==> src/rtl/core/cmws_pkg.sv <==
// ----------------------------------------------------------------------------
// cmws_pkg
// Shared types and constants of the column melt wipe sequencer.
// ----------------------------------------------------------------------------
package cmws_pkg;

  typedef enum logic [1:0] {
    CMD_WRITE   = 2'd0,
    CMD_ADVANCE = 2'd1,
    CMD_QUERY   = 2'd2
  } cmd_t;

  typedef enum logic [1:0] {
    OS_ZERO,
    OS_DONE_ONE,
    OS_DONE_SCAN,
    OS_QUERY
  } out_sel_t;

  localparam logic [1:0] CFG_COLUMN_COUNT = 2'd0;
  localparam logic [1:0] CFG_ROW_COUNT    = 2'd1;

  localparam int COLUMN_COUNT_RESET = 160;
  localparam int ROW_COUNT_RESET    = 200;

  localparam int MELT_FAST_LIMIT = 16;
  localparam int MELT_SLOW_STEP  = 8;

  typedef struct packed {
    logic     capture;
    logic     wr_item;
    logic     rd_item;
    logic     scan_start;
    logic     rd_scan;
    logic     wr_scan;
    logic     next_col;
    logic     next_tick;
    logic     out_load;
    logic     to_hold;
    logic     hold_move;
    out_sel_t out_sel;
  } ctl_cmd_t;

  typedef struct packed {
    logic reps_zero;
    logic last_col;
    logic last_tick;
  } dp_sts_t;

endpackage

==> src/rtl/core/cmws_dp.sv <==
// ----------------------------------------------------------------------------
// cmws_dp
// Datapath: config registers, position memory, tick update, query and result.
// ----------------------------------------------------------------------------
module cmws_dp
  import cmws_pkg::*;
#(
  parameter int MAX_COLUMNS = 256,
  parameter int MAX_ROWS    = 256
) (
  input  logic              clk,
  input  logic              rst_n,
  input  logic [7:0]        in_column,
  input  logic [7:0]        in_row,
  input  logic signed [4:0] in_start_offset,
  input  logic [3:0]        in_repeat_req,
  input  logic              cfg_valid,
  output logic              cfg_ready,
  input  logic [1:0]        cfg_index,
  input  logic [8:0]        cfg_data,
  input  ctl_cmd_t          ctl,
  output dp_sts_t           sts,
  output logic              out_done_res,
  output logic              out_from_end,
  output logic [7:0]        out_source_row
);

  localparam int AW    = $clog2(MAX_COLUMNS);
  localparam int CCW   = $clog2(MAX_COLUMNS + 1);
  localparam int ROW_W = $clog2(MAX_ROWS + 1);
  localparam int POS_W = (ROW_W + 1 > 5) ? ROW_W + 1 : 5;
  localparam int SW    = POS_W + 6;
  localparam int COL_RST = (COLUMN_COUNT_RESET > MAX_COLUMNS) ? MAX_COLUMNS
                                                                : COLUMN_COUNT_RESET;
  localparam int ROW_RST = (ROW_COUNT_RESET > MAX_ROWS) ? MAX_ROWS : ROW_COUNT_RESET;

  logic signed [POS_W-1:0] mem [MAX_COLUMNS];
  logic signed [POS_W-1:0] mem_q_r;

  logic [CCW-1:0]   colcnt_r;
  logic [ROW_W-1:0] rowcnt_r;
  logic [7:0]       row_r;
  logic             qry_inr_r;
  logic [AW-1:0]    scan_col_r;
  logic [3:0]       tick_r;
  logic [3:0]       reps_r;
  logic             moved_r;
  logic             done_r;
  logic             from_end_r;
  logic [7:0]       src_row_r;
  logic             hold_done_r;
  logic             hold_from_end_r;
  logic [7:0]       hold_src_row_r;

  logic [AW-1:0]           in_addr;
  logic                    in_range;
  logic signed [4:0]       off_c;
  logic signed [SW-1:0]    p_x;
  logic signed [SW-1:0]    rows_x;
  logic signed [SW-1:0]    dy_x;
  logic signed [SW-1:0]    sum_x;
  logic signed [SW-1:0]    new_x;
  logic signed [POS_W-1:0] new_pos;
  logic                    moved_now;
  logic signed [SW-1:0]    pq_x;
  logic signed [SW-1:0]    row_x;
  logic signed [SW-1:0]    diff_x;
  logic                    q_from_end;
  logic [7:0]              q_src_row;
  logic                    res_done;
  logic                    res_from_end;
  logic [7:0]              res_src_row;

  assign cfg_ready = 1'b1;
  assign in_addr   = AW'(in_column);
  assign in_range  = 32'(in_column) < MAX_COLUMNS;

  always_comb begin
    if (!in_start_offset[4]) begin
      off_c = '0;
    end else if (in_start_offset == -5'sd16) begin
      off_c = -5'sd15;
    end else begin
      off_c = in_start_offset;
    end
  end

  always_comb begin
    p_x       = SW'(mem_q_r);
    rows_x    = signed'(SW'({1'b0, rowcnt_r}));
    dy_x      = '0;
    sum_x     = '0;
    new_x     = p_x;
    moved_now = 1'b0;
    if (p_x < 0) begin
      new_x     = p_x + SW'(1);
      moved_now = 1'b1;
    end else if (p_x < rows_x) begin
      dy_x      = (p_x < SW'(MELT_FAST_LIMIT)) ? p_x + SW'(1) : SW'(MELT_SLOW_STEP);
      sum_x     = p_x + dy_x;
      new_x     = (sum_x >= rows_x) ? rows_x : sum_x;
      moved_now = 1'b1;
    end
    new_pos = POS_W'(new_x);
  end

  always_comb begin
    pq_x       = (qry_inr_r && !mem_q_r[POS_W-1]) ? SW'(mem_q_r) : '0;
    row_x      = signed'(SW'({1'b0, row_r}));
    diff_x     = row_x - pq_x;
    q_from_end = row_x < pq_x;
    q_src_row  = q_from_end ? row_r : diff_x[7:0];
  end

  always_comb begin
    case (ctl.out_sel)
      OS_DONE_ONE: begin
        res_done     = 1'b1;
        res_from_end = 1'b0;
        res_src_row  = '0;
      end
      OS_DONE_SCAN: begin
        res_done     = !(moved_r | moved_now);
        res_from_end = 1'b0;
        res_src_row  = '0;
      end
      OS_QUERY: begin
        res_done     = 1'b0;
        res_from_end = q_from_end;
        res_src_row  = q_src_row;
      end
      default: begin
        res_done     = 1'b0;
        res_from_end = 1'b0;
        res_src_row  = '0;
      end
    endcase
  end

  assign sts.reps_zero = (in_repeat_req == 4'd0);
  assign sts.last_col  = (CCW'(scan_col_r) + CCW'(1)) == colcnt_r;
  assign sts.last_tick = ({1'b0, tick_r} + 5'd1) == {1'b0, reps_r};

  always_ff @(posedge clk) begin
    if (!rst_n) begin
      colcnt_r <= CCW'(COL_RST);
      rowcnt_r <= ROW_W'(ROW_RST);
    end else if (cfg_valid && cfg_ready) begin
      case (cfg_index)
        CFG_COLUMN_COUNT: begin
          if (cfg_data == 9'd0) begin
            colcnt_r <= CCW'(1);
          end else if (32'(cfg_data) > MAX_COLUMNS) begin
            colcnt_r <= CCW'(MAX_COLUMNS);
          end else begin
            colcnt_r <= CCW'(cfg_data);
          end
        end
        CFG_ROW_COUNT: begin
          if (cfg_data == 9'd0) begin
            rowcnt_r <= ROW_W'(1);
          end else if (32'(cfg_data) > MAX_ROWS) begin
            rowcnt_r <= ROW_W'(MAX_ROWS);
          end else begin
            rowcnt_r <= ROW_W'(cfg_data);
          end
        end
        default: ;
      endcase
    end
  end

  // position memory, one write and one registered read port
  always_ff @(posedge clk) begin
    if (ctl.wr_item && in_range) begin
      mem[in_addr] <= POS_W'(off_c);
    end else if (ctl.wr_scan) begin
      mem[scan_col_r] <= new_pos;
    end
    if (ctl.rd_item) begin
      mem_q_r <= mem[in_addr];
    end else if (ctl.rd_scan) begin
      mem_q_r <= mem[scan_col_r];
    end
  end

  always_ff @(posedge clk) begin
    if (ctl.capture) begin
      row_r     <= in_row;
      qry_inr_r <= in_range;
      reps_r    <= in_repeat_req;
    end
    if (ctl.scan_start) begin
      scan_col_r <= '0;
      tick_r     <= '0;
      moved_r    <= 1'b0;
    end else begin
      if (ctl.next_tick) begin
        scan_col_r <= '0;
        tick_r     <= tick_r + 4'd1;
      end else if (ctl.next_col) begin
        scan_col_r <= scan_col_r + AW'(1);
      end
      if (ctl.wr_scan) begin
        moved_r <= moved_r | moved_now;
      end
    end
    // result register, backed by one holding register
    if (ctl.hold_move) begin
      done_r     <= hold_done_r;
      from_end_r <= hold_from_end_r;
      src_row_r  <= hold_src_row_r;
    end else if (ctl.out_load && !ctl.to_hold) begin
      done_r     <= res_done;
      from_end_r <= res_from_end;
      src_row_r  <= res_src_row;
    end
    if (ctl.to_hold) begin
      hold_done_r     <= res_done;
      hold_from_end_r <= res_from_end;
      hold_src_row_r  <= res_src_row;
    end
  end

  assign out_done_res   = done_r;
  assign out_from_end   = from_end_r;
  assign out_source_row = src_row_r;

endmodule

==> src/rtl/core/cmws_ctrl.sv <==
// ----------------------------------------------------------------------------
// cmws_ctrl
// Controller: item acceptance, advance scan sequencing, result valid.
// ----------------------------------------------------------------------------
module cmws_ctrl
  import cmws_pkg::*;
(
  input  logic       clk,
  input  logic       rst_n,
  input  logic       in_valid,
  output logic       in_stall,
  input  logic [1:0] in_command,
  output logic       out_valid,
  input  logic       out_stall,
  input  dp_sts_t    sts,
  output ctl_cmd_t   ctl
);

  typedef enum logic [1:0] {
    S_IDLE,
    S_QRY,
    S_ADV_RD,
    S_ADV_WR
  } state_t;

  state_t state_r, state_nxt;
  logic   out_valid_r, out_valid_nxt;
  logic   hold_valid_r, hold_valid_nxt;
  logic   in_acc;
  logic   out_acc;

  assign in_stall = !((state_r == S_IDLE) && !hold_valid_r);
  assign in_acc   = in_valid && !in_stall;
  assign out_acc  = out_valid_r && !out_stall;

  always_comb begin
    ctl       = '0;
    state_nxt = state_r;
    case (state_r)
      S_IDLE: begin
        if (in_acc) begin
          ctl.capture = 1'b1;
          case (cmd_t'(in_command))
            CMD_WRITE: begin
              ctl.wr_item  = 1'b1;
              ctl.out_load = 1'b1;
              ctl.out_sel  = OS_ZERO;
            end
            CMD_ADVANCE: begin
              if (sts.reps_zero) begin
                ctl.out_load = 1'b1;
                ctl.out_sel  = OS_DONE_ONE;
              end else begin
                ctl.scan_start = 1'b1;
                state_nxt      = S_ADV_RD;
              end
            end
            CMD_QUERY: begin
              ctl.rd_item = 1'b1;
              state_nxt   = S_QRY;
            end
            default: begin
              ctl.out_load = 1'b1;
              ctl.out_sel  = OS_ZERO;
            end
          endcase
        end
      end
      S_QRY: begin
        ctl.out_load = 1'b1;
        ctl.out_sel  = OS_QUERY;
        state_nxt    = S_IDLE;
      end
      S_ADV_RD: begin
        ctl.rd_scan = 1'b1;
        state_nxt   = S_ADV_WR;
      end
      S_ADV_WR: begin
        ctl.wr_scan = 1'b1;
        if (sts.last_col) begin
          if (sts.last_tick) begin
            ctl.out_load = 1'b1;
            ctl.out_sel  = OS_DONE_SCAN;
            state_nxt    = S_IDLE;
          end else begin
            ctl.next_tick = 1'b1;
            state_nxt     = S_ADV_RD;
          end
        end else begin
          ctl.next_col = 1'b1;
          state_nxt    = S_ADV_RD;
        end
      end
      default: state_nxt = S_IDLE;
    endcase
    ctl.to_hold    = ctl.out_load && out_valid_r && out_stall;
    ctl.hold_move  = hold_valid_r && out_acc;
    out_valid_nxt  = (ctl.out_load || hold_valid_r) ? 1'b1 :
                     (out_acc ? 1'b0 : out_valid_r);
    hold_valid_nxt = ctl.to_hold ? 1'b1 : (out_acc ? 1'b0 : hold_valid_r);
  end

  always_ff @(posedge clk) begin
    if (!rst_n) begin
      state_r      <= S_IDLE;
      out_valid_r  <= 1'b0;
      hold_valid_r <= 1'b0;
    end else begin
      state_r      <= state_nxt;
      out_valid_r  <= out_valid_nxt;
      hold_valid_r <= hold_valid_nxt;
    end
  end

  assign out_valid = out_valid_r;

  a_no_overwrite: assert property (@(posedge clk) disable iff (!rst_n)
    ctl.out_load |-> !hold_valid_r)
    else $error("result loaded while holding register is full");

  a_hold_order: assert property (@(posedge clk) disable iff (!rst_n)
    hold_valid_r |-> out_valid_r)
    else $error("holding register full with empty result register");

  a_scan_end: assert property (@(posedge clk) disable iff (!rst_n)
    (state_r == S_ADV_WR && ctl.out_load) |-> (sts.last_col && sts.last_tick))
    else $error("advance finished before last column of last tick");

  a_query_seq: assert property (@(posedge clk) disable iff (!rst_n)
    (in_acc && in_command == CMD_QUERY) |=> (state_r == S_QRY && in_stall))
    else $error("query did not enter result cycle");

  a_scan_stall: assert property (@(posedge clk) disable iff (!rst_n)
    (state_r == S_ADV_RD || state_r == S_ADV_WR) |-> in_stall)
    else $error("item accepted during advance scan");

endmodule

==> src/rtl/core/column_melt_wipe_sequencer.sv <==
// ----------------------------------------------------------------------------
// column_melt_wipe_sequencer
// Melt wipe position keeper with write, advance and pixel source query items.
// ----------------------------------------------------------------------------
// Write items and unknown commands give their result from S_IDLE, queries
// from S_QRY; an advance item updates column_count columns repeat_req times
// (result from S_IDLE if that is zero), each column a read-modify-write on
// the single position memory, read in S_ADV_RD and written back in S_ADV_WR.
// The input stalls while a query or advance is in progress. A finished
// result waits in the output register, backed by one holding register, so
// the next item is taken while a result is held off; the input stalls only
// once both are full. The position memory gets no clearing after reset;
// columns must be written before use, by the user; it is not enforced.
module column_melt_wipe_sequencer
  import cmws_pkg::*;
#(
  parameter int MAX_COLUMNS = 256,
  parameter int MAX_ROWS    = 256
) (
  input  logic              clk,
  input  logic              rst_n,
  input  logic              in_valid,
  output logic              in_stall,
  input  logic [1:0]        in_command,
  input  logic [7:0]        in_column,
  input  logic [7:0]        in_row,
  input  logic signed [4:0] in_start_offset,
  input  logic [3:0]        in_repeat_req,
  output logic              out_valid,
  input  logic              out_stall,
  output logic              out_done_res,
  output logic              out_from_end,
  output logic [7:0]        out_source_row,
  input  logic              cfg_valid,
  output logic              cfg_ready,
  input  logic [1:0]        cfg_index,
  input  logic [8:0]        cfg_data
);

  ctl_cmd_t ctl;
  dp_sts_t  sts;

  cmws_ctrl u_ctrl (
    .clk        (clk),
    .rst_n      (rst_n),
    .in_valid   (in_valid),
    .in_stall   (in_stall),
    .in_command (in_command),
    .out_valid  (out_valid),
    .out_stall  (out_stall),
    .sts        (sts),
    .ctl        (ctl)
  );

  cmws_dp #(
    .MAX_COLUMNS (MAX_COLUMNS),
    .MAX_ROWS    (MAX_ROWS)
  ) u_dp (
    .clk             (clk),
    .rst_n           (rst_n),
    .in_column       (in_column),
    .in_row          (in_row),
    .in_start_offset (in_start_offset),
    .in_repeat_req   (in_repeat_req),
    .cfg_valid       (cfg_valid),
    .cfg_ready       (cfg_ready),
    .cfg_index       (cfg_index),
    .cfg_data        (cfg_data),
    .ctl             (ctl),
    .sts             (sts),
    .out_done_res    (out_done_res),
    .out_from_end    (out_from_end),
    .out_source_row  (out_source_row)
  );

endmodule
==> config.mk <==
export PLATFORM = sky130hd
export DESIGN_NAME = column_melt_wipe_sequencer
export DESIGN_NICKNAME = d
export VERILOG_FILES = /design/src/rtl/core/cmws_pkg.sv /design/src/rtl/core/cmws_dp.sv /design/src/rtl/core/cmws_ctrl.sv /design/src/rtl/core/column_melt_wipe_sequencer.sv
export SDC_FILE = /design/constraint.sdc
export NUM_CORES = 2
export LEC_CHECK = 0
export BUFFER_PORTS_ARGS = -buffer_cell sky130_fd_sc_hd__buf_2
export CAP_MARGIN = 20
export CORE_ASPECT_RATIO = 1.4
export CORE_MARGIN = 8
export CORE_UTILIZATION = 55
export DETAILED_ROUTE_END_ITERATION = 16
export GPL_ROUTABILITY_DRIVEN = 1
export GPL_TIMING_DRIVEN = 0
export HOLD_SLACK_MARGIN = 0.12
export MAX_ROUTING_LAYER = met4
export PLACE_DENSITY = 0.8
export SYNTH_ARGS = -nofsm -noshare
export SYNTH_HDL_FRONTEND = slang
export SYNTH_HIERARCHICAL = 1
export SYNTH_SLANG_ARGS = --single-unit
==> constraint.sdc <==
create_clock -name clk -period 46.7 [get_ports clk]
set_input_delay 2.335 -clock clk [delete_from_list [all_inputs] [get_ports clk]]
set_output_delay 2.335 -clock clk [all_outputs]
set_load 0.005 [all_outputs]
==> out/qor.tcl <==
set qor(postSynth.asyncResetShare_pct) 0
set qor(total_leakage_power_nw) 42.2
set qor(drv.max_cap_violation_count) 0
set qor(initial_core_util_pct) 55.1
set qor(timing.critical_path.cells) {clkbuf_1 -> clkbuf_1 -> buf_1 -> buf_16 -> clkbuf_1 -> buf_8 -> nand3_1 -> o21ai_0 -> nand2_1 -> clkbuf_2 -> buf_16 -> nor2_1}
set qor(cts_tree) {done}
set qor(ctsResizeCount) 0
set qor(yosysWarnings) 6
set qor(remaining_drc_errors) 0
set qor(r2r_cells) 22
set qor(holdCritStartpoint) {u_dp/moved_r}
set qor(synthDistinctLibCells) 72
set qor(ctsHtreeMaxLevel) 4
set qor(proportion_of_synthesized_chip_area_in_sequential_cells_pct) 63.8
set qor(fmax_ghz) 0.124
set qor(cts.path.max_buffers) 4
set qor(postLayoutCoreUtil_pct) 62.3
set qor(syn_area_mm2) 0.124
set qor(global_route_wire_length_before_repair_um) 618000
set qor(fp.dieW_um) 417
set qor(grt_setup_unrepaired) {no}
set qor(portBuffers) 48
set qor(core.rowCount) 206
set qor(synth_seq_cells) 2645
set qor(yosys_most_used_dff) {edfxtp_1}
set qor(post-dp-hpwl_um) 339000
set qor(timing.critical_path.from) {in_column[1]}
set qor(root_buffer) {clkbuf_16}
set qor(ant_nets) 0
set qor(finalNetCount) 6276
set qor(vias_in_the_first_global_route) 72200
set qor(top_level_ports) 56
set qor(net-switching-power_w) 0.00132
set qor(min_period_ps) 8080
set qor(route.detailed.vias_per_inst) 7.78
set qor(crit_path_leading_delay_family) {buffers and inverters}
set qor(grt_util_all_layers_pct) 39.2
set qor(die_area_mm2) 0.241
set qor(syn_to_final_growth_pct) 13.1
set qor(hp-class) {reg2reg}
set qor(count_of_flip_flops_with_a_built_in_enable_after_synthesis) 2602
set qor(routed-via-count) 73800
set qor(ir_worst_vdd_v) 0.0000367
set qor(share_of_the_cycle_needed_by_the_critical_path_after_routing_pct) 17.3
set qor(finalPower_w) 0.00537
set qor(clkSinkCount) 2645
set qor(worst_setup_path_start_kind) {input pin}
set qor(drt_pre_antenna_iters) 9
set qor(arrival_ps) 8630
set qor(grt_start_max_net_pins) 152
set qor(critical-path-top-cell-by-count) {clkbuf_1}
set qor(setup-tns-final_ps) 0
set qor(core_area_mm2) 0.224
set qor(synthTopCellsByArea) {edfxtp_1 63%, mux4_2 31%, nor2_1 0.93%}
set qor(gp_routability_congestion) 1.07
set qor(route.final.wire_length_um) 461000
set qor(ff2ff_setup_slack_ps) 39620
set qor(worst_path_max_delay_cell) {nand2_1}
set qor(critical_path.endpoint_type) {flop}
set qor(switching_share_pct) 24.6
set qor(post_cts.repair.setup_buffers) 0
set qor(synthesis.instances) 5657
set qor(finalHoldViolations) 0
set qor(drv_slew) 0
set qor(critPathCapture) {u_dp/mem[223][4]}
set qor(run_status) {complete, no violations}
set qor(final_global_route_overflow_total) 0
set qor(numCtsBuffers) 244
set qor(criticalPathCategory) {in2reg}
set qor(cts_hold_buffers) 0
set qor(yosys.area.top_type_share_pct) 63.1
set qor(postSynthNetCount) 5739
set qor(power_frac_comb_pct) 12.7
set qor(yosys.cell_count.top_type) {edfxtp_1}
set qor(timing.critical_path.depth) 12
set qor(routed_wire_length_per_instance_um) 48.6
set qor(syn-mean-instance-area_um2) 21.9
set qor(worst_ep_required_time_ps) 47250
set qor(synth_top_area_cell) {edfxtp_1}
set qor(crit-reg2reg-launch) {u_dp/mem_q_r[9]}
set qor(worst_setup_hold_path_clk_slew_ps) 60
set qor(most_used_standard_cells_in_the_synthesized_netlist) {2,602 x edfxtp_1, 1,680 x mux4_2, 308 x nor2_1, 263 x clkbuf_1, 104 x buf_2}
set qor(internal_power_summed_over_all_cells_w) 0.00405
set qor(proportion_of_layout_cells_with_a_drive_suffix_above_1_pct) 39.5
set qor(die_height_um) 577
set qor(grt_antenna_before_repair) 62
set qor(clk_latency_ps) 940
set qor(crit_path_max_incr_delay_ps) 1140
set qor(fin_worst_skew_ps) 71.0
set qor(power_frac_seq_pct) 49.0
set qor(max_slew_margin_pct) 10.2
set qor(worst-slew-pin-transition_ps) 1340
set qor(detail_route.iter0.violations) 13200
set qor(rr_endpoint) {u_dp/mem[60][8]}
set qor(buffers_inverters_on_critical_path) 8
set qor(critical_path_fanouts_max) 10
set qor(p_clk_share_pct) 38.3
set qor(finalSetupViolations) 0
set qor(pwr_density_cell_mw_per_mm2) 38.3
power by group through the flow:
stage	Clock [W]	Combinational, W	Sequential (W)
2_1_floorplan	0	0.000353	0.00271
3_3_place_gp	0	0.000598	0.00274
3_5_place_dp	0	0.000648	0.00268
4_1_cts	0.00205	0.000651	0.00263
5_1_grt	0.00213	0.000677	0.00263
6_report	0.00205	0.000683	0.00263
final cells by class:
type,count,area (um2)
Antenna cell,74,185
Buffer,450,1920
Clock buffer,307,6440
Clock inverter,137,1560
Fill cell,14600,84500
Inverter,32,120
Multi-Input combinational cell,2530,42900
Sequential cell,2645,79000
Tap cell,3016,3770
Timing Repair Buffer,291,4050
how the worst min path moves through the flow:
stage	end	cells past startpoint
2_1_floorplan	u_dp/moved_r	2
3_5_place_dp	u_dp/moved_r	2
5_1_grt	u_dp/moved_r	2
4_1_cts	u_dp/moved_r	2
3_3_place_gp	u_dp/moved_r	2
6_report	u_dp/moved_r	2
layout by cell type, fill, tap and decap left out, types with 32 or more instances in the layout:
| cell type | synthesis | routed |
|---|---|---|
| bufinv_16 | 0 | 33 |
| nand2_1 | 103 | 103 |
| nor2_1 | 308 | 308 |
| buf_8 | 0 | 58 |
| a21oi_1 | 36 | 36 |
| clkbuf_1 | 263 | 288 |
| clkinv_1 | 0 | 43 |
| buf_12 | 0 | 46 |
| buf_6 | 3 | 44 |
| clkbuf_2 | 2 | 34 |
| edfxtp_1 | 2602 | 2602 |
| mux4_2 | 1680 | 1680 |
| buf_2 | 104 | 161 |
| buf_1 | 71 | 65 |
| clkbuf_16 | 0 | 247 |
| buf_4 | 7 | 55 |
| dfxtp_1 | 43 | 43 |
| buf_16 | 0 | 39 |
| inv_1 | 32 | 32 |
| diode_2 | 0 | 74 |
| ha_1 | 38 | 38 |
| clkinv_2 | 0 | 37 |
logic make-up after synthesis:
family	Yosys count	synth area share, %
flip-flops	2645	63.8
XOR/XNOR	42	0.297
AO/OA/AOI/OAI	167	0.908
AND/OR/NAND/NOR	553	1.99
adder cells (fa/ha/maj)	39	0.400
buffers and inverters	482	1.61
other	1	0.00303
multiplexers	1728	31.0
state kept, by name (all words and copies together), names as in the netlist, 8 cells and up, named ones only:
name	count
u_dp/hold_src_row_r	8
u_dp/mem	2560
u_dp/mem_q_r	10
u_dp/row_r	8
u_dp/rowcnt_r	9
u_dp/colcnt_r	9
u_dp/scan_col_r	8
u_dp/out_source_row	8
worst register-to-register path, cell delays in order, from the launching register on:
cell	delay [ps]
edfxtp_1	510
clkbuf_1	300
a21oi_1	450
nor2_1	110
ha_1	350
a21oi_1	110
a41oi_1	370
a31oi_1	220
nand2b_1	200
a211oi_1	380
ha_1	330
a211o_1	320
a211oi_1	270
o21ai_0	370
a31oi_4	510
nand3b_1	160
o311ai_2	190
buf_4	330
buf_4	270
buf_4	270
buf_4	270
buf_4	270
buf_4	270
per-stage QoR:
| stage | hold WS [ps] | cells | instance area [um2] | setup WS, ps |
|---|---|---|---|---|
| 3_3_place_gp | 455 | 8721 | 128000 | 4830 |
| 6_report | 478 | 9482 | 140000 | 38620 |
| 4_1_cts | 477 | 9350 | 139000 | 39240 |
| 5_1_grt | 513 | 9462 | 140000 | 39090 |
| 3_5_place_dp | 469 | 8906 | 131000 | 38260 |
| 2_1_floorplan | 432 | 5657 | 124000 | 23660 |
layer usage:
layer | vias to the layer above | routed length, um | GRT usage (%)
met4 | 0 | 62100 | 38.5
met1 | 38400 | 128000 | 41.0
li1 | 26100 | - | -
met2 | 7145 | 209000 | 57.6
met3 | 2092 | 62700 | 12.7
met5 | - | 0 | -
No activity file was read; power rests on OpenSTA's default activity.
